--- src/rtl/slpg_pkg.sv ---
// shared types, constants and tables for the status led pattern generator
package slpg_pkg;

  localparam int unsigned NUM_STATUS = 7;
  localparam int unsigned PHASE_MOD  = 70;
  localparam int unsigned PHASE_W    = 7;
  localparam int unsigned TIME_W     = 48;
  localparam int unsigned DUTY_W     = 8;
  localparam int unsigned REM_W      = 21;
  localparam int unsigned QUO_W      = 12;
  localparam int unsigned STEP_W     = 4;
  localparam int unsigned PADDR_W    = 4;
  localparam int unsigned PDATA_W    = 32;

  // input kinds
  localparam logic [1:0] KIND_STATUS = 2'd0;
  localparam logic [1:0] KIND_FLASH  = 2'd1;
  localparam logic [1:0] KIND_TICK   = 2'd2;
  localparam logic [1:0] KIND_READY  = 2'd3;

  // register indexes
  localparam logic [1:0] REG_RED_EN   = 2'd0;
  localparam logic [1:0] REG_GREEN_EN = 2'd1;
  localparam logic [1:0] REG_BLUE_EN  = 2'd2;

  // divisors for the pulse path
  localparam logic [REM_W-1:0] DIV_PERIOD_US = 21'd2000000;
  localparam logic [REM_W-1:0] DIV_THOUSAND  = 21'd1000;
  localparam logic [REM_W-1:0] DIV_FULL      = 21'd255;

  // divider steps (4 bits each) per operation
  localparam logic [STEP_W-1:0] STEPS_PERIOD = 4'd12;
  localparam logic [STEP_W-1:0] STEPS_MS     = 4'd6;
  localparam logic [STEP_W-1:0] STEPS_BRIGHT = 4'd5;
  localparam logic [STEP_W-1:0] STEPS_SCALE  = 4'd4;

  localparam logic [10:0] HALF_PERIOD_MS = 11'd1000;
  localparam logic [10:0] FULL_PERIOD_MS = 11'd2000;

  typedef enum logic [2:0] {
    PAT_STEADY,
    PAT_B1,
    PAT_B4,
    PAT_DBL,
    PAT_BREATHE
  } pat_e;

  typedef enum logic [2:0] {
    ST_IDLE,
    ST_FLASH,
    ST_CHECK,
    ST_DIV,
    ST_EMIT
  } state_e;

  typedef enum logic [2:0] {
    OP_PERIOD,
    OP_MS,
    OP_BRIGHT,
    OP_RED,
    OP_GREEN
  } div_op_e;

  typedef struct packed {
    logic [DUTY_W-1:0] r;
    logic [DUTY_W-1:0] g;
    pat_e              pat;
  } status_t;

  typedef struct packed {
    logic red_en;
    logic green_en;
    logic blue_en;
  } cfg_t;

  typedef struct packed {
    logic              red_write;
    logic [DUTY_W-1:0] red_duty;
    logic              green_write;
    logic [DUTY_W-1:0] green_duty;
    logic              blue_write;
    logic [DUTY_W-1:0] blue_duty;
  } result_t;

  typedef struct packed {
    logic              start;
    logic [TIME_W-1:0] dividend;
    logic [REM_W-1:0]  divisor;
    logic [STEP_W-1:0] steps;
  } div_req_t;

  typedef struct packed {
    logic             done;
    logic [QUO_W-1:0] quo;
    logic [REM_W-1:0] rem;
  } div_rsp_t;

  function automatic status_t status_lookup(logic [2:0] code);
    status_t e;
    unique case (code)
      3'd0:    e = '{r: 8'd60,  g: 8'd60,  pat: PAT_BREATHE};
      3'd1:    e = '{r: 8'd255, g: 8'd0,   pat: PAT_B1};
      3'd2:    e = '{r: 8'd0,   g: 8'd255, pat: PAT_STEADY};
      3'd3:    e = '{r: 8'd255, g: 8'd180, pat: PAT_BREATHE};
      3'd4:    e = '{r: 8'd255, g: 8'd0,   pat: PAT_DBL};
      3'd5:    e = '{r: 8'd255, g: 8'd120, pat: PAT_B4};
      3'd6:    e = '{r: 8'd255, g: 8'd0,   pat: PAT_B4};
      default: e = '{r: 8'd60,  g: 8'd60,  pat: PAT_BREATHE};
    endcase
    return e;
  endfunction

  // on/off per tick phase
  function automatic logic [PHASE_MOD-1:0] pattern_mask(pat_e p);
    logic [PHASE_MOD-1:0] m;
    m = '0;
    for (int i = 0; i < PHASE_MOD; i++) begin
      unique case (p)
        PAT_B1:  m[i] = ((i % 10) < 5);
        PAT_B4:  m[i] = ((i % 5) == 0) || ((i % 5) == 1) || ((i % 5) == 3);
        PAT_DBL: m[i] = ((i % 14) < 2) || ((i % 14) == 4) || ((i % 14) == 5);
        default: m[i] = 1'b1;
      endcase
    end
    return m;
  endfunction

  localparam logic [PHASE_MOD-1:0] B1_MASK  = pattern_mask(PAT_B1);
  localparam logic [PHASE_MOD-1:0] B4_MASK  = pattern_mask(PAT_B4);
  localparam logic [PHASE_MOD-1:0] DBL_MASK = pattern_mask(PAT_DBL);

  function automatic logic pattern_on(pat_e p, logic [PHASE_W-1:0] ph);
    logic on;
    unique case (p)
      PAT_B1:  on = B1_MASK[ph];
      PAT_B4:  on = B4_MASK[ph];
      PAT_DBL: on = DBL_MASK[ph];
      default: on = 1'b1;
    endcase
    return on;
  endfunction

endpackage

--- src/rtl/slpg_regs.sv ---
// apb register block holding the channel enables
module slpg_regs
  import slpg_pkg::*;
(
  input  logic               clk_i,
  input  logic               rst_ni,
  input  logic               psel,
  input  logic               penable,
  input  logic               pwrite,
  input  logic [PADDR_W-1:0] paddr,
  input  logic [PDATA_W-1:0] pwdata,
  output logic [PDATA_W-1:0] prdata,
  output logic               pready,
  output cfg_t               cfg_o
);

  cfg_t cfg_q, cfg_d;
  logic wr_en;

  assign pready = 1'b1;
  assign wr_en  = psel & penable & pwrite & pready;

  always_comb begin
    cfg_d = cfg_q;
    if (wr_en) begin
      unique case (paddr[3:2])
        REG_RED_EN:   cfg_d.red_en   = pwdata[0];
        REG_GREEN_EN: cfg_d.green_en = pwdata[0];
        REG_BLUE_EN:  cfg_d.blue_en  = pwdata[0];
        default:      cfg_d = cfg_q;
      endcase
    end
  end

  always_comb begin
    unique case (paddr[3:2])
      REG_RED_EN:   prdata = {{(PDATA_W-1){1'b0}}, cfg_q.red_en};
      REG_GREEN_EN: prdata = {{(PDATA_W-1){1'b0}}, cfg_q.green_en};
      REG_BLUE_EN:  prdata = {{(PDATA_W-1){1'b0}}, cfg_q.blue_en};
      default:      prdata = '0;
    endcase
  end

  always_ff @(posedge clk_i or negedge rst_ni) begin
    if (!rst_ni) begin
      cfg_q <= '{red_en: 1'b1, green_en: 1'b1, blue_en: 1'b1};
    end else begin
      cfg_q <= cfg_d;
    end
  end

  assign cfg_o = cfg_q;

endmodule

--- src/rtl/slpg_div.sv ---
// shared restoring divider by a constant, four quotient bits per cycle
module slpg_div
  import slpg_pkg::*;
(
  input  logic     clk_i,
  input  logic     rst_ni,
  input  div_req_t req_i,
  output div_rsp_t rsp_o
);

  localparam int unsigned BITS_PER_CYCLE = 4;

  logic [TIME_W-1:0] num_q, num_n;
  logic [REM_W:0]    rem_q, rem_n;
  logic [QUO_W-1:0]  quo_q, quo_n;
  logic [REM_W-1:0]  dvs_q;
  logic [STEP_W-1:0] cnt_q;
  logic              busy_q, done_q;
  logic [REM_W:0]    trial;

  // dividend is left aligned; each bit shifts into the partial remainder
  always_comb begin
    num_n = num_q;
    rem_n = rem_q;
    quo_n = quo_q;
    trial = '0;
    for (int k = 0; k < BITS_PER_CYCLE; k++) begin
      trial = {rem_n[REM_W-1:0], num_n[TIME_W-1]};
      num_n = {num_n[TIME_W-2:0], 1'b0};
      if (trial >= {1'b0, dvs_q}) begin
        rem_n = trial - {1'b0, dvs_q};
        quo_n = {quo_n[QUO_W-2:0], 1'b1};
      end else begin
        rem_n = trial;
        quo_n = {quo_n[QUO_W-2:0], 1'b0};
      end
    end
  end

  always_ff @(posedge clk_i or negedge rst_ni) begin
    if (!rst_ni) begin
      busy_q <= 1'b0;
      done_q <= 1'b0;
      cnt_q  <= '0;
    end else if (req_i.start) begin
      busy_q <= 1'b1;
      done_q <= 1'b0;
      cnt_q  <= req_i.steps;
    end else if (busy_q) begin
      cnt_q <= cnt_q - 1'b1;
      if (cnt_q == STEP_W'(1)) begin
        busy_q <= 1'b0;
        done_q <= 1'b1;
      end
    end else begin
      done_q <= 1'b0;
    end
  end

  // divisor is held for the whole operation
  always_ff @(posedge clk_i) begin
    if (req_i.start) begin
      num_q <= req_i.dividend;
      dvs_q <= req_i.divisor;
      rem_q <= '0;
      quo_q <= '0;
    end else if (busy_q) begin
      num_q <= num_n;
      rem_q <= rem_n;
      quo_q <= quo_n;
    end
  end

  assign rsp_o.done = done_q;
  assign rsp_o.quo  = quo_q;
  assign rsp_o.rem  = rem_q[REM_W-1:0];

endmodule

--- src/rtl/status_led_pattern_generator.sv ---
// top level: item sequencer, status state and result register
//
// Input channel (in_valid_i/in_ready_o) takes one beat per item: kind_i,
// status_code_i, now_us_i, ready_flag_i. Output channel (out_valid_o/
// out_ready_i) gives at most one beat per item with the red, green and blue
// write flags and duties; a duty whose write flag is low reads as zero.
// Set-status and flash-stamp beats finish in the accept cycle with no result.
// A ready-indicator beat with blue enabled goes straight to the emit step.
// A tick with red or green enabled and a flash, solid or blink pattern goes
// through the flash, check and emit steps; a tick with the pulse pattern runs
// five constant divisions on the shared divider (12 + 6 + 5 + 4 + 4 steps)
// between check and emit, where out_valid_o is raised. The divider is the pacing element.
// One item is worked on at a time; in_ready_o is high only when the sequencer
// is idle, and a finished result may wait in the output register while the
// next item is taken.
// If the receiver stalls, the result holds in the output register and a
// following item that has a result waits in the emit step until it drains.
// Reset sets all channels enabled, boot status, tick phase 0 and no flash.
// The channel enables live in the apb registers at byte addresses 0, 4, 8.
module status_led_pattern_generator
  import slpg_pkg::*;
#(
  parameter int unsigned FLASH_HOLD_US = 80000
) (
  input  logic               clk_i,
  input  logic               rst_ni,
  input  logic               psel,
  input  logic               penable,
  input  logic               pwrite,
  input  logic [PADDR_W-1:0] paddr,
  input  logic [PDATA_W-1:0] pwdata,
  output logic [PDATA_W-1:0] prdata,
  output logic               pready,
  input  logic               in_valid_i,
  output logic               in_ready_o,
  input  logic [1:0]         kind_i,
  input  logic [2:0]         status_code_i,
  input  logic [TIME_W-1:0]  now_us_i,
  input  logic               ready_flag_i,
  output logic               out_valid_o,
  input  logic               out_ready_i,
  output logic               red_write_o,
  output logic [DUTY_W-1:0]  red_duty_o,
  output logic               green_write_o,
  output logic [DUTY_W-1:0]  green_duty_o,
  output logic               blue_write_o,
  output logic [DUTY_W-1:0]  blue_duty_o
);

  cfg_t     cfg;
  div_req_t div_req;
  div_rsp_t div_rsp;

  state_e  state_q, state_d;
  div_op_e op_q, op_d;

  logic [2:0]         status_q, status_d;
  logic [PHASE_W-1:0] phase_q, phase_d;
  logic [TIME_W-1:0]  stamp_q, stamp_d;
  logic [TIME_W-1:0]  now_q, now_d;
  logic [TIME_W:0]    diff_q, diff_d;
  logic [DUTY_W-1:0]  bright_q, bright_d;
  logic [DUTY_W-1:0]  red_q, red_d;
  result_t            res_q, res_d;
  result_t            out_q, out_d;
  logic               out_valid_q, out_valid_d;

  logic               accept;
  logic               any_en;
  logic               rg_en;
  logic               out_free;
  logic               flash;
  logic               pulse;
  status_t            entry;
  logic [DUTY_W-1:0]  pat_r, pat_g;
  logic [10:0]        ms_phase;
  logic [9:0]         half;
  logic [17:0]        half_x255;
  logic [DUTY_W-1:0]  mul_a, mul_b;
  logic [15:0]        mul_p;

  slpg_regs u_regs (
    .clk_i   (clk_i),
    .rst_ni  (rst_ni),
    .psel    (psel),
    .penable (penable),
    .pwrite  (pwrite),
    .paddr   (paddr),
    .pwdata  (pwdata),
    .prdata  (prdata),
    .pready  (pready),
    .cfg_o   (cfg)
  );

  slpg_div u_div (
    .clk_i  (clk_i),
    .rst_ni (rst_ni),
    .req_i  (div_req),
    .rsp_o  (div_rsp)
  );

  assign in_ready_o = (state_q == ST_IDLE);
  assign accept     = in_valid_i & in_ready_o;
  assign any_en     = cfg.red_en | cfg.green_en | cfg.blue_en;
  assign rg_en      = cfg.red_en | cfg.green_en;
  assign out_free   = !out_valid_q || out_ready_i;

  assign entry = status_lookup(status_q);
  // borrow in bit 48 means the stamp lies in the future
  assign flash = (stamp_q != '0) &&
                 (diff_q[TIME_W] || (diff_q[TIME_W-1:0] < TIME_W'(FLASH_HOLD_US)));
  assign pulse = (entry.pat == PAT_BREATHE);

  always_comb begin
    if (flash || pattern_on(entry.pat, phase_q)) begin
      pat_r = entry.r;
      pat_g = entry.g;
    end else begin
      pat_r = '0;
      pat_g = '0;
    end
  end

  // triangle of the ms phase, then times 255
  assign ms_phase  = div_rsp.quo[10:0];
  assign half      = (ms_phase < HALF_PERIOD_MS) ? ms_phase[9:0]
                                                 : 10'(FULL_PERIOD_MS - ms_phase);
  assign half_x255 = {half, 8'b0} - {8'b0, half};

  assign mul_a = (op_q == OP_BRIGHT) ? entry.r : entry.g;
  assign mul_b = (op_q == OP_BRIGHT) ? div_rsp.quo[DUTY_W-1:0] : bright_q;
  assign mul_p = mul_a * mul_b;

  // next state
  always_comb begin
    state_d = state_q;
    unique case (state_q)
      ST_IDLE: begin
        if (accept) begin
          if (kind_i == KIND_READY && cfg.blue_en) begin
            state_d = ST_EMIT;
          end else if (kind_i == KIND_TICK && any_en) begin
            state_d = ST_FLASH;
          end
        end
      end
      ST_FLASH: state_d = ST_CHECK;
      ST_CHECK: begin
        if (!rg_en) begin
          state_d = ST_IDLE;
        end else if (!flash && pulse) begin
          state_d = ST_DIV;
        end else begin
          state_d = ST_EMIT;
        end
      end
      ST_DIV: begin
        if (div_rsp.done && op_q == OP_GREEN) begin
          state_d = ST_EMIT;
        end
      end
      ST_EMIT: begin
        if (out_free) begin
          state_d = ST_IDLE;
        end
      end
      default: state_d = ST_IDLE;
    endcase
  end

  // datapath and divider requests
  always_comb begin
    status_d    = status_q;
    phase_d     = phase_q;
    stamp_d     = stamp_q;
    now_d       = now_q;
    diff_d      = diff_q;
    bright_d    = bright_q;
    red_d       = red_q;
    res_d       = res_q;
    op_d        = op_q;
    out_d       = out_q;
    out_valid_d = out_valid_q;
    div_req     = '{start: 1'b0, dividend: '0, divisor: DIV_PERIOD_US,
                    steps: STEPS_PERIOD};

    if (out_valid_q && out_ready_i) begin
      out_valid_d = 1'b0;
    end

    unique case (state_q)
      ST_IDLE: begin
        if (accept) begin
          unique case (kind_i)
            KIND_STATUS: begin
              if (status_code_i < 3'(NUM_STATUS)) begin
                status_d = status_code_i;
              end
            end
            KIND_FLASH: stamp_d = now_us_i;
            KIND_TICK: begin
              if (any_en) begin
                phase_d = (phase_q == PHASE_W'(PHASE_MOD - 1)) ? '0 : phase_q + 1'b1;
                now_d   = now_us_i;
              end
            end
            KIND_READY: begin
              res_d            = '0;
              res_d.blue_write = 1'b1;
              res_d.blue_duty  = ready_flag_i ? 8'd255 : 8'd0;
            end
            default: res_d = res_q;
          endcase
        end
      end
      ST_FLASH: begin
        diff_d = {1'b0, now_q} - {1'b0, stamp_q};
      end
      ST_CHECK: begin
        res_d             = '0;
        res_d.red_write   = cfg.red_en;
        res_d.red_duty    = cfg.red_en ? pat_r : '0;
        res_d.green_write = cfg.green_en;
        res_d.green_duty  = cfg.green_en ? pat_g : '0;
        if (rg_en && !flash && pulse) begin
          op_d    = OP_PERIOD;
          div_req = '{start: 1'b1, dividend: now_q, divisor: DIV_PERIOD_US,
                      steps: STEPS_PERIOD};
        end
      end
      ST_DIV: begin
        if (div_rsp.done) begin
          unique case (op_q)
            OP_PERIOD: begin
              op_d    = OP_MS;
              div_req = '{start: 1'b1, dividend: {3'b0, div_rsp.rem, 24'b0},
                          divisor: DIV_THOUSAND, steps: STEPS_MS};
            end
            OP_MS: begin
              op_d    = OP_BRIGHT;
              div_req = '{start: 1'b1, dividend: {2'b0, half_x255, 28'b0},
                          divisor: DIV_THOUSAND, steps: STEPS_BRIGHT};
            end
            OP_BRIGHT: begin
              op_d     = OP_RED;
              bright_d = div_rsp.quo[DUTY_W-1:0];
              div_req  = '{start: 1'b1, dividend: {mul_p, 32'b0},
                           divisor: DIV_FULL, steps: STEPS_SCALE};
            end
            OP_RED: begin
              op_d    = OP_GREEN;
              red_d   = div_rsp.quo[DUTY_W-1:0];
              div_req = '{start: 1'b1, dividend: {mul_p, 32'b0},
                          divisor: DIV_FULL, steps: STEPS_SCALE};
            end
            OP_GREEN: begin
              res_d.red_duty   = cfg.red_en ? red_q : '0;
              res_d.green_duty = cfg.green_en ? div_rsp.quo[DUTY_W-1:0] : '0;
            end
            default: op_d = op_q;
          endcase
        end
      end
      ST_EMIT: begin
        if (out_free) begin
          out_d       = res_q;
          out_valid_d = 1'b1;
        end
      end
      default: op_d = op_q;
    endcase
  end

  always_ff @(posedge clk_i or negedge rst_ni) begin
    if (!rst_ni) begin
      state_q     <= ST_IDLE;
      op_q        <= OP_PERIOD;
      status_q    <= '0;
      phase_q     <= '0;
      stamp_q     <= '0;
      out_valid_q <= 1'b0;
    end else begin
      state_q     <= state_d;
      op_q        <= op_d;
      status_q    <= status_d;
      phase_q     <= phase_d;
      stamp_q     <= stamp_d;
      out_valid_q <= out_valid_d;
    end
  end

  always_ff @(posedge clk_i) begin
    now_q    <= now_d;
    diff_q   <= diff_d;
    bright_q <= bright_d;
    red_q    <= red_d;
    res_q    <= res_d;
    out_q    <= out_d;
  end

  assign out_valid_o   = out_valid_q;
  assign red_write_o   = out_q.red_write;
  assign red_duty_o    = out_q.red_duty;
  assign green_write_o = out_q.green_write;
  assign green_duty_o  = out_q.green_duty;
  assign blue_write_o  = out_q.blue_write;
  assign blue_duty_o   = out_q.blue_duty;

endmodule
--- config.mk ---
export PLATFORM = sky130hd
export DESIGN_NAME = status_led_pattern_generator
export DESIGN_NICKNAME = d
export VERILOG_FILES = /design/src/rtl/slpg_pkg.sv /design/src/rtl/slpg_regs.sv /design/src/rtl/slpg_div.sv /design/src/rtl/status_led_pattern_generator.sv
export SDC_FILE = /design/constraint.sdc
export NUM_CORES = 1
export LEC_CHECK = 0
export ABC_AREA = 1
export BUFFER_PORTS_ARGS = -buffer_cell sky130_fd_sc_hd__clkbuf_2
export CORE_AREA = 2 2 256 258
export CTS_CLUSTER_DIAMETER = 120
export DETAILED_ROUTE_END_ITERATION = 10
export DIE_AREA = 0 0 258 260
export RECOVER_POWER = 50
export SLEW_MARGIN = 20
export SYNTH_ARGS = -nofsm -noshare
export SYNTH_HDL_FRONTEND = slang
export SYNTH_SLANG_ARGS = --single-unit
--- constraint.sdc ---
create_clock -name clk_i -period 20.6 [get_ports clk_i]
set_input_delay 4.12 -clock clk_i [delete_from_list [all_inputs] [get_ports clk_i]]
set_output_delay 4.12 -clock clk_i [all_outputs]
set_load 0.03 [all_outputs]
==> out/qor.csv, run 1 <==
metric;value;unit
outcome;complete, but fails checks;
violated checks;capacitance limit, slew limit;
Post-Route WL;60000;um
share of layout cells above drive strength 1;6.85;%
Hold WC Path Type;reg2reg;
Horiz. Die Dim;258;um
die area;67100;um2
GRT Max-Usage Layer;met2;
Hold Crit Endpoint;blue_duty_o[6];
CTS tree;built;
commonest non-fill, non-tap cell in the layout;nand2_1;
residual DRC count;0;
CP Class;reg2reg;
vias;18800;
Worst-Margin Slew;3.60;ns
Avg Inst Size Synth;7.83;um2
Sink Count;304;
CP peak stage delay;0.67;ns
R2R Path Start;u_div.dvs_q[4];
Top FF cell, synth;edfxtp_1;
most frequent cells in the layout;nand2_1 (676), inv_1 (424), nor2_1 (265);
Initial DRT Pass Iterations;5;
Final Cycle Share;59.1;%
TritonCTS Buffers;34;
critical path's most frequent cell;nand2_1;
worst slack at placement;8.61;ns
io pins;159;
routing usage on met2;29.2;%
number of synthesized register bits;304;
Synth warnings;0;
Min Hold Slack;0.416;ns
number of library cell types mapped by synthesis;60;
HP Start;res_q[6];
CP endpoint kind;flop;
fill cell count;6656;
Site Rows;93;
Post-DP HPWL;47400;um
startpoint types;flop;
area of the core;64100;um2
Worst Skew;0.0213;ns
first-pass GRT wire length;97200;um
Slew HR;-140;%
Tmin final;12.16;ns
Mapped Cells;2853;
global placer's final weighted congestion;0.945;
PortBufs;93;
share of flip-flops with an asynchronous set or reset;24.3;%
RR Endpoint;u_div.rem_q[19];
clk buf depth;3;
fmax;0.0822;GHz
Synth-to-Final Area Change;10.2;%
flop2flop setup slack;8.44;ns
crit path max-delay cell type;edfxtp_1;
crit path launch;u_div.dvs_q[4];
fin util;38.4;%
Antenna Violating Nets Remaining;0;
Critical Path Fanout Max;29;
initial antenna violation count;0;
Final setup viols;0;
routing usage on met3;2.25;%
Synth Cell Area;22300;um2
worst path arrival time;12.63;ns
post-CTS setup buffer count;0;
Via density;4.93;
Max Slew Vio Count;148;
sequential area share after synthesis;37.8;%
largest net degree at the start of global routing;96;
number of synthesized flops with an enable pin;198;
worst skew pair latency;0.54;ns
number of global-route vias before repair;18100;
met1 usage;25.3;%
Clock Tree Root;clkbuf_16;
Initial Util;34.8;%
PostCTS Resize Cnt;0;
Starting DRT DRC Count;1476;
Worst Path Required;21.07;ns
nets@finish;3227;
final hold vios;0;
CTS H-tree lvls;2;
WL/cell;15.7;um
setup slack after layout;8.44;ns
# hold bufs at CTS;0;
GRT Total Usage;18.0;%
Total Neg Setup Slack;0;ns
Hold Path Stages;0;
Worst R2R Path Depth;55;
global route overflow;0;
Max Cap Violations;3;
Die Ht;260;um
CTS clk-pin slew, worst paths;0.06;ns
setup repair after global routing missed its margin;no;
==> critical path: cells and delay by family (launching register included) <==
family,cells,cell delay (ns)
flops,1,0.67
compound gates,14,2.73
simple gates,33,5.18
fa+ha+maj,4,1.60
buf+inv,4,1.87
==> state kept, by name (all words and copies together) (netlist names), 3 cells and up <==
register      flops
u_regs.cfg_o      3
red_q             8
red_duty_o        8
res_q            20
u_div.quo_q      11
diff_q           42
green_duty_o      8
u_div.rem_q      21
status_q          3
stamp_q          48
u_div.cnt_q       4
state_q           3
now_q            48
u_div.num_q      48
bright_q          8
u_div.dvs_q       4
phase_q           7
op_q              3
==> cell type report <==
| type | count | area [um2] | area share [%] |
|---|---|---|---|
| Tap cell | 855 | 1070 | 4.35 |
| Multi-Input combinational cell | 2045 | 11800 | 48.0 |
| Timing Repair Buffer | 106 | 485 | 1.97 |
| Clock inverter | 20 | 216 | 0.880 |
| Inverter | 446 | 1670 | 6.81 |
| Clock buffer | 41 | 897 | 3.65 |
| Antenna cell | 1 | 2.50 | 0.0102 |
| Sequential cell | 304 | 8440 | 34.3 |
==> layer usage <==
layer / up-vias / share of wire (%)
met5: - / 0
met4: 0 / 2.8
met3: 80 / 4.9
met2: 460 / 45
met1: 8730 / 47
li1: 9555 / -
==> cells by family after synthesis <==
family | count (synthesis) | synth area share (%)
buffers and inverters | 534 | 9.89
flip-flops | 304 | 37.8
AND/OR/NAND/NOR | 1266 | 24.3
XOR/XNOR | 105 | 4.12
AO/OA/AOI/OAI | 448 | 11.7
multiplexers | 1 | 0.0504
adder cells (fa/ha/maj) | 193 | 12.1
other | 2 | 0.0336
==> cell usage after synthesis (8+ instances only) <==
library cell	number	share of area, %
xor2_1	70	2.7
nand3_2	12	0.54
o31ai_1	8	0.27
dfrtp_1	71	8.0
edfxtp_1	198	27
o21ai_1	16	0.36
clkbuf_1	36	0.61
nand4_1	52	1.5
nor2_1	266	4.5
nor3_1	30	0.67
inv_1	424	7.1
or2_2	11	0.31
inv_2	20	0.34
o22ai_1	18	0.50
a21oi_1	141	3.2
nand3_1	151	3.4
o221ai_1	8	0.31
a21o_1	8	0.27
xnor2_1	35	1.4
o211ai_1	21	0.71
nand3b_1	10	0.34
dfxtp_1	32	2.9
nor4_1	20	0.56
nand2_2	16	0.45
fa_1	37	3.3
nor2_2	8	0.22
nand2_1	676	11
buf_4	39	1.3
o21ai_0	160	3.6
a22o_1	20	0.78
ha_1	156	8.7
a31oi_1	9	0.25
==> stage by stage <==
step / std cells / area (um2)
2_1_floorplan: 2883 / 22400
3_3_place_gp: 3755 / 23600
3_5_place_dp: 3755 / 23600
4_1_cts: 3816 / 24700
5_1_grt: 3817 / 24600
6_report: 3818 / 24600
==> worst max-delay path by stage <==
stage	end	depth (start not counted)
2_1_floorplan	prdata[0]	1
6_report	u_div.rem_q[19]	55
3_5_place_dp	u_div.rem_q[19]	55
4_1_cts	u_div.rem_q[19]	55
5_1_grt	u_div.rem_q[19]	55
3_3_place_gp	u_div.rem_q[19]	55
Power of run 1 is left out: the tool's default activity adds up to more than one toggle a clock period on the data nets, which glitch-free logic cannot reach.
==> run 2, diff against run 1 <==
- clock period: 20.6 -> 12.4 ns (I/O delays scaled with it)
==> run 2 against run 1 <==
Net effect:
- the run still ends with capacitance limit, slew limit left
- critical path depth unchanged
- utilization barely moved
- largest cell class unchanged
- cell area is essentially flat
- cell count about the same
==> out/qor.csv, run 2 (synthesized netlist as in run 1, its figures left out) <==
metric;value;unit
CP peak stage delay;0.66;ns
PortBufs;93;
Post-Route WL;60300;um
critical path's most frequent cell;nand2_1;
post-CTS setup buffer count;0;
WL/cell;15.8;um
Worst-Margin Slew;3.65;ns
initial antenna violation count;0;
clk buf depth;3;
largest net degree at the start of global routing;96;
fmax;0.0942;GHz
Synth-to-Final Area Change;10.1;%
most frequent cells in the layout;nand2_1 (676), inv_1 (423), nor2_1 (265);
largest registers;now_q: 48 flops, stamp_q: 48 flops, u_div.num_q: 48 flops;
number of global-route vias before repair;17900;
PostCTS Resize Cnt;0;
CP Class;reg2reg;
die area;67100;um2
CTS H-tree lvls;1;
Final setup viols;0;
worst skew pair latency;0.61;ns
Worst Skew;0.0267;ns
io pins;159;
CP endpoint kind;flop;
Initial Util;34.8;%
GRT Total Usage;17.9;%
worst path arrival time;11.10;ns
Clock Tree Root;clkbuf_16;
residual DRC count;0;
# hold bufs at CTS;0;
HP Start;res_q[19];
Worst Path Required;12.88;ns
first-pass GRT wire length;95900;um
Post-DP HPWL;47800;um
R2R Path Start;u_div.dvs_q[4];
setup repair after global routing missed its margin;no;
Via density;4.94;
final hold vios;0;
outcome;complete, but fails checks;
Slew HR;-143;%
violated checks;capacitance limit, slew limit;
Max Slew Vio Count;186;
fill cell count;6716;
global route overflow;0;
crit path launch;u_div.dvs_q[4];
Sink Count;304;
Critical Path Fanout Max;28;
area of the core;64100;um2
Total Neg Setup Slack;0;ns
Starting DRT DRC Count;1333;
Final Cycle Share;85.6;%
Max Cap Violations;4;
CTS clk-pin slew, worst paths;0.06;ns
TritonCTS Buffers;31;
Inserted Diodes;0;
Die Ht;260;um
nets@finish;3226;
share of layout cells above drive strength 1;6.82;%
startpoint types;flop;
vias;18800;
Site Rows;93;
CTS tree;built;
global placer's final weighted congestion;0.933;
Hold WC Path Type;reg2reg;
Horiz. Die Dim;258;um
commonest non-fill, non-tap cell in the layout;nand2_1;
Initial DRT Pass Iterations;5;
crit path max-delay cell type;edfxtp_1;
Antenna Violating Nets Remaining;0;
Tmin final;10.62;ns
run 2: changes by cell type in the layout (fill, tap and decap cells not counted), moves of 2 or more:
cell        change
buf_4           +3
clkbuf_8        +5
clkinvlp_4      -2
clkbuf_16       -2
clkinv_2        -5
o21ai_1         +3
o21ai_0         -3
run 2: routing by layer:
| layer | global-route usage (%) | up-vias | routed length (um) |
|---|---|---|---|
| met5 | 0 | - | 0 |
| met4 | 4.87 | 0 | 1650 |
| met3 | 1.93 | 91 | 2780 |
| met2 | 29.3 | 415 | 27300 |
| met1 | 25.0 | 8777 | 28600 |
| li1 | - | 9562 | - |
run 2: critical path: cells and delay by family (launching register included):
family / cells / cell delay [ns]
flip-flops: 1 / 0.66
AND/OR/NAND/NOR: 33 / 4.24
buffers and inverters: 5 / 1.21
AO/OA/AOI/OAI: 13 / 2.73
adder cells (fa/ha/maj): 4 / 1.65
run 2: layout make-up:
type,instances,area (um2),share of cell area (%)
clock inverter,14,175,0.713
inverter,446,1670,6.81
clock buffer,44,916,3.73
timing repair buffer,108,504,2.05
tap,855,1070,4.35
sequential,304,8440,34.3
multi-input combinational,2045,11800,48.0
run 2: final timing paths:
check	endpoint	slack (ns)	cells after the start
max	u_div.rem_q[19]	1.78	55
min	red_duty_o[1]	0.42	0
max reg2reg	u_div.rem_q[19]	1.78	55
min reg2reg	red_duty_o[1]	0.42	0
max in group asynchronous	phase_q[2]	6.62	2
min in group asynchronous	stamp_q[41]	1.87	1
run 2: stage by stage:
step / instance area, um2 / hold slack, ns / setup WS, ns / util, % / cells
finish: 24600 / 0.418 / 1.78 / 38.3 / 3816
global route: 24600 / 0.428 / 0.914 / 38.3 / 3816
CTS: 24700 / 0.420 / 1.98 / 38.5 / 3816
detailed placement: 23600 / 0.405 / 2.04 / 36.8 / 3758
global placement: 23600 / 0.403 / 2.06 / 36.8 / 3758
floorplan: 22400 / 0.400 / 3.81 / - / 2883
Power of run 2 is left out for the same reason.
==> run 3, diff against run 2 <==
- MAX_ROUTING_LAYER: unset -> met4
==> run 3 against run 2 <==
Net effect:
- the flow still finishes with violations (capacitance limit, slew limit)
- utilization is 0.12 points higher
- worst hold slack worse by 0.0050 ns
- die area did not move
- critical path type unchanged
- fmax is 1.1% higher
- non-clock buffer count increased by 1
- cell area increased by 0.33%
- critical endpoint unchanged
- worst setup slack gained 0.11 ns
- register-to-register slack better by 0.11 ns
==> out/qor.csv, run 3 (synthesized netlist as in run 1, its figures left out) <==
metric;value;unit
outcome;complete, but fails checks;
violated checks;capacitance limit, slew limit;
Final Cycle Share;84.7;%
Worst Skew;0.0306;ns
largest registers;now_q: 48 flops, stamp_q: 48 flops, u_div.num_q: 48 flops;
Post-DP HPWL;47900;um
Post-Route WL;60300;um
Slew HR;-154;%
# hold bufs at CTS;0;
clk buf depth;3;
final hold vios;0;
Sink Count;304;
Tmin final;10.51;ns
critical path's most frequent cell;nand2_1;
Clock Tree Root;clkbuf_16;
PortBufs;93;
Synth-to-Final Area Change;10.5;%
Starting DRT DRC Count;1492;
fmax;0.0952;GHz
setup repair after global routing missed its margin;no;
Critical Path Fanout Max;28;
startpoint types;flop;
number of global-route vias before repair;18100;
Horiz. Die Dim;258;um
die area;67100;um2
TritonCTS Buffers;34;
commonest non-fill, non-tap cell in the layout;nand2_1;
residual DRC count;0;
Worst-Margin Slew;3.81;ns
CTS clk-pin slew, worst paths;0.06;ns
worst skew pair latency;0.54;ns
worst path arrival time;10.93;ns
Hold WC Path Type;reg2reg;
Inserted Diodes;0;
CP Class;reg2reg;
Initial Util;34.8;%
Antenna Violating Nets Remaining;0;
area of the core;64100;um2
CP peak stage delay;0.49;ns
Site Rows;93;
most frequent cells in the layout;nand2_1 (676), inv_1 (423), nor2_1 (265);
Min Hold Slack;0.413;ns
Initial DRT Pass Iterations;6;
Total Neg Setup Slack;0;ns
CP endpoint kind;flop;
io pins;159;
PostCTS Resize Cnt;0;
largest net degree at the start of global routing;96;
initial antenna violation count;0;
CTS tree;built;
nets@finish;3230;
WL/cell;15.8;um
post-CTS setup buffer count;0;
Via density;4.95;
Worst Path Required;12.83;ns
vias;18900;
CTS H-tree lvls;2;
first-pass GRT wire length;96900;um
Max Slew Vio Count;188;
global placer's final weighted congestion;0.925;
Final setup viols;0;
GRT Total Usage;18.5;%
share of layout cells above drive strength 1;6.98;%
global route overflow;0;
Die Ht;260;um
crit path max-delay cell type;inv_1;
Max Cap Violations;4;
## run 3: changes by cell type in the layout (fill, tap and decap cells not counted), sizes merged
cell,before,now
buf,9,10
bufinv,3,5
clkbuf,143,141
clkinv,11,12
clkinvlp,0,2
## run 3: metal layers
metal / vias up / routed length (um) / GRT usage (%)
li1: 9591 / - / -
met1: 8786 / 28800 / 25.5
met2: 455 / 27300 / 29.3
met3: 79 / 2880 / 1.86
met4: 0 / 1380 / 4.56
met5: - / 0 / -
## run 3: final cells by class
| type | count | area [um2] |
|---|---|---|
| tap | 855 | 1070 |
| multi-input combinational | 2045 | 11800 |
| clock buffer | 42 | 901 |
| fill | 6615 | 39500 |
| clock inverter | 19 | 256 |
| sequential | 304 | 8440 |
| timing repair buffer | 109 | 513 |
| inverter | 446 | 1670 |
## run 3: critical path, delay by kind of cell, from the launching register on
family	cells	cell delay [ns]
simple gates	30	4.09
compound gates	14	2.86
flops	1	0.38
buf+inv	6	1.71
fa+ha+maj	4	1.37
## run 3: worst paths after layout
check	start	endpoint	slack (ns)	depth (start not counted)
min reg2reg	res_q[18]	red_duty_o[0]	0.41	0
min	res_q[18]	red_duty_o[0]	0.41	0
min in group asynchronous	rst_ni	stamp_q[47]	1.89	1
max	u_div.dvs_q[19]	u_div.rem_q[19]	1.89	54
max reg2reg	u_div.dvs_q[19]	u_div.rem_q[19]	1.89	54
max in group asynchronous	rst_ni	status_q[2]	6.49	2
## run 3: through the flow
step | utilization (%) | setup slack (ns) | instances | area, um2
floorplan | - | 3.81 | 2883 | 22400
global placement | 36.8 | 2.14 | 3759 | 23600
detailed placement | 36.8 | 2.01 | 3759 | 23600
CTS | 38.6 | 1.96 | 3820 | 24700
global route | 38.5 | 0.985 | 3820 | 24700
finish | 38.5 | 1.89 | 3820 | 24700
Power of run 3 is left out for the same reason.
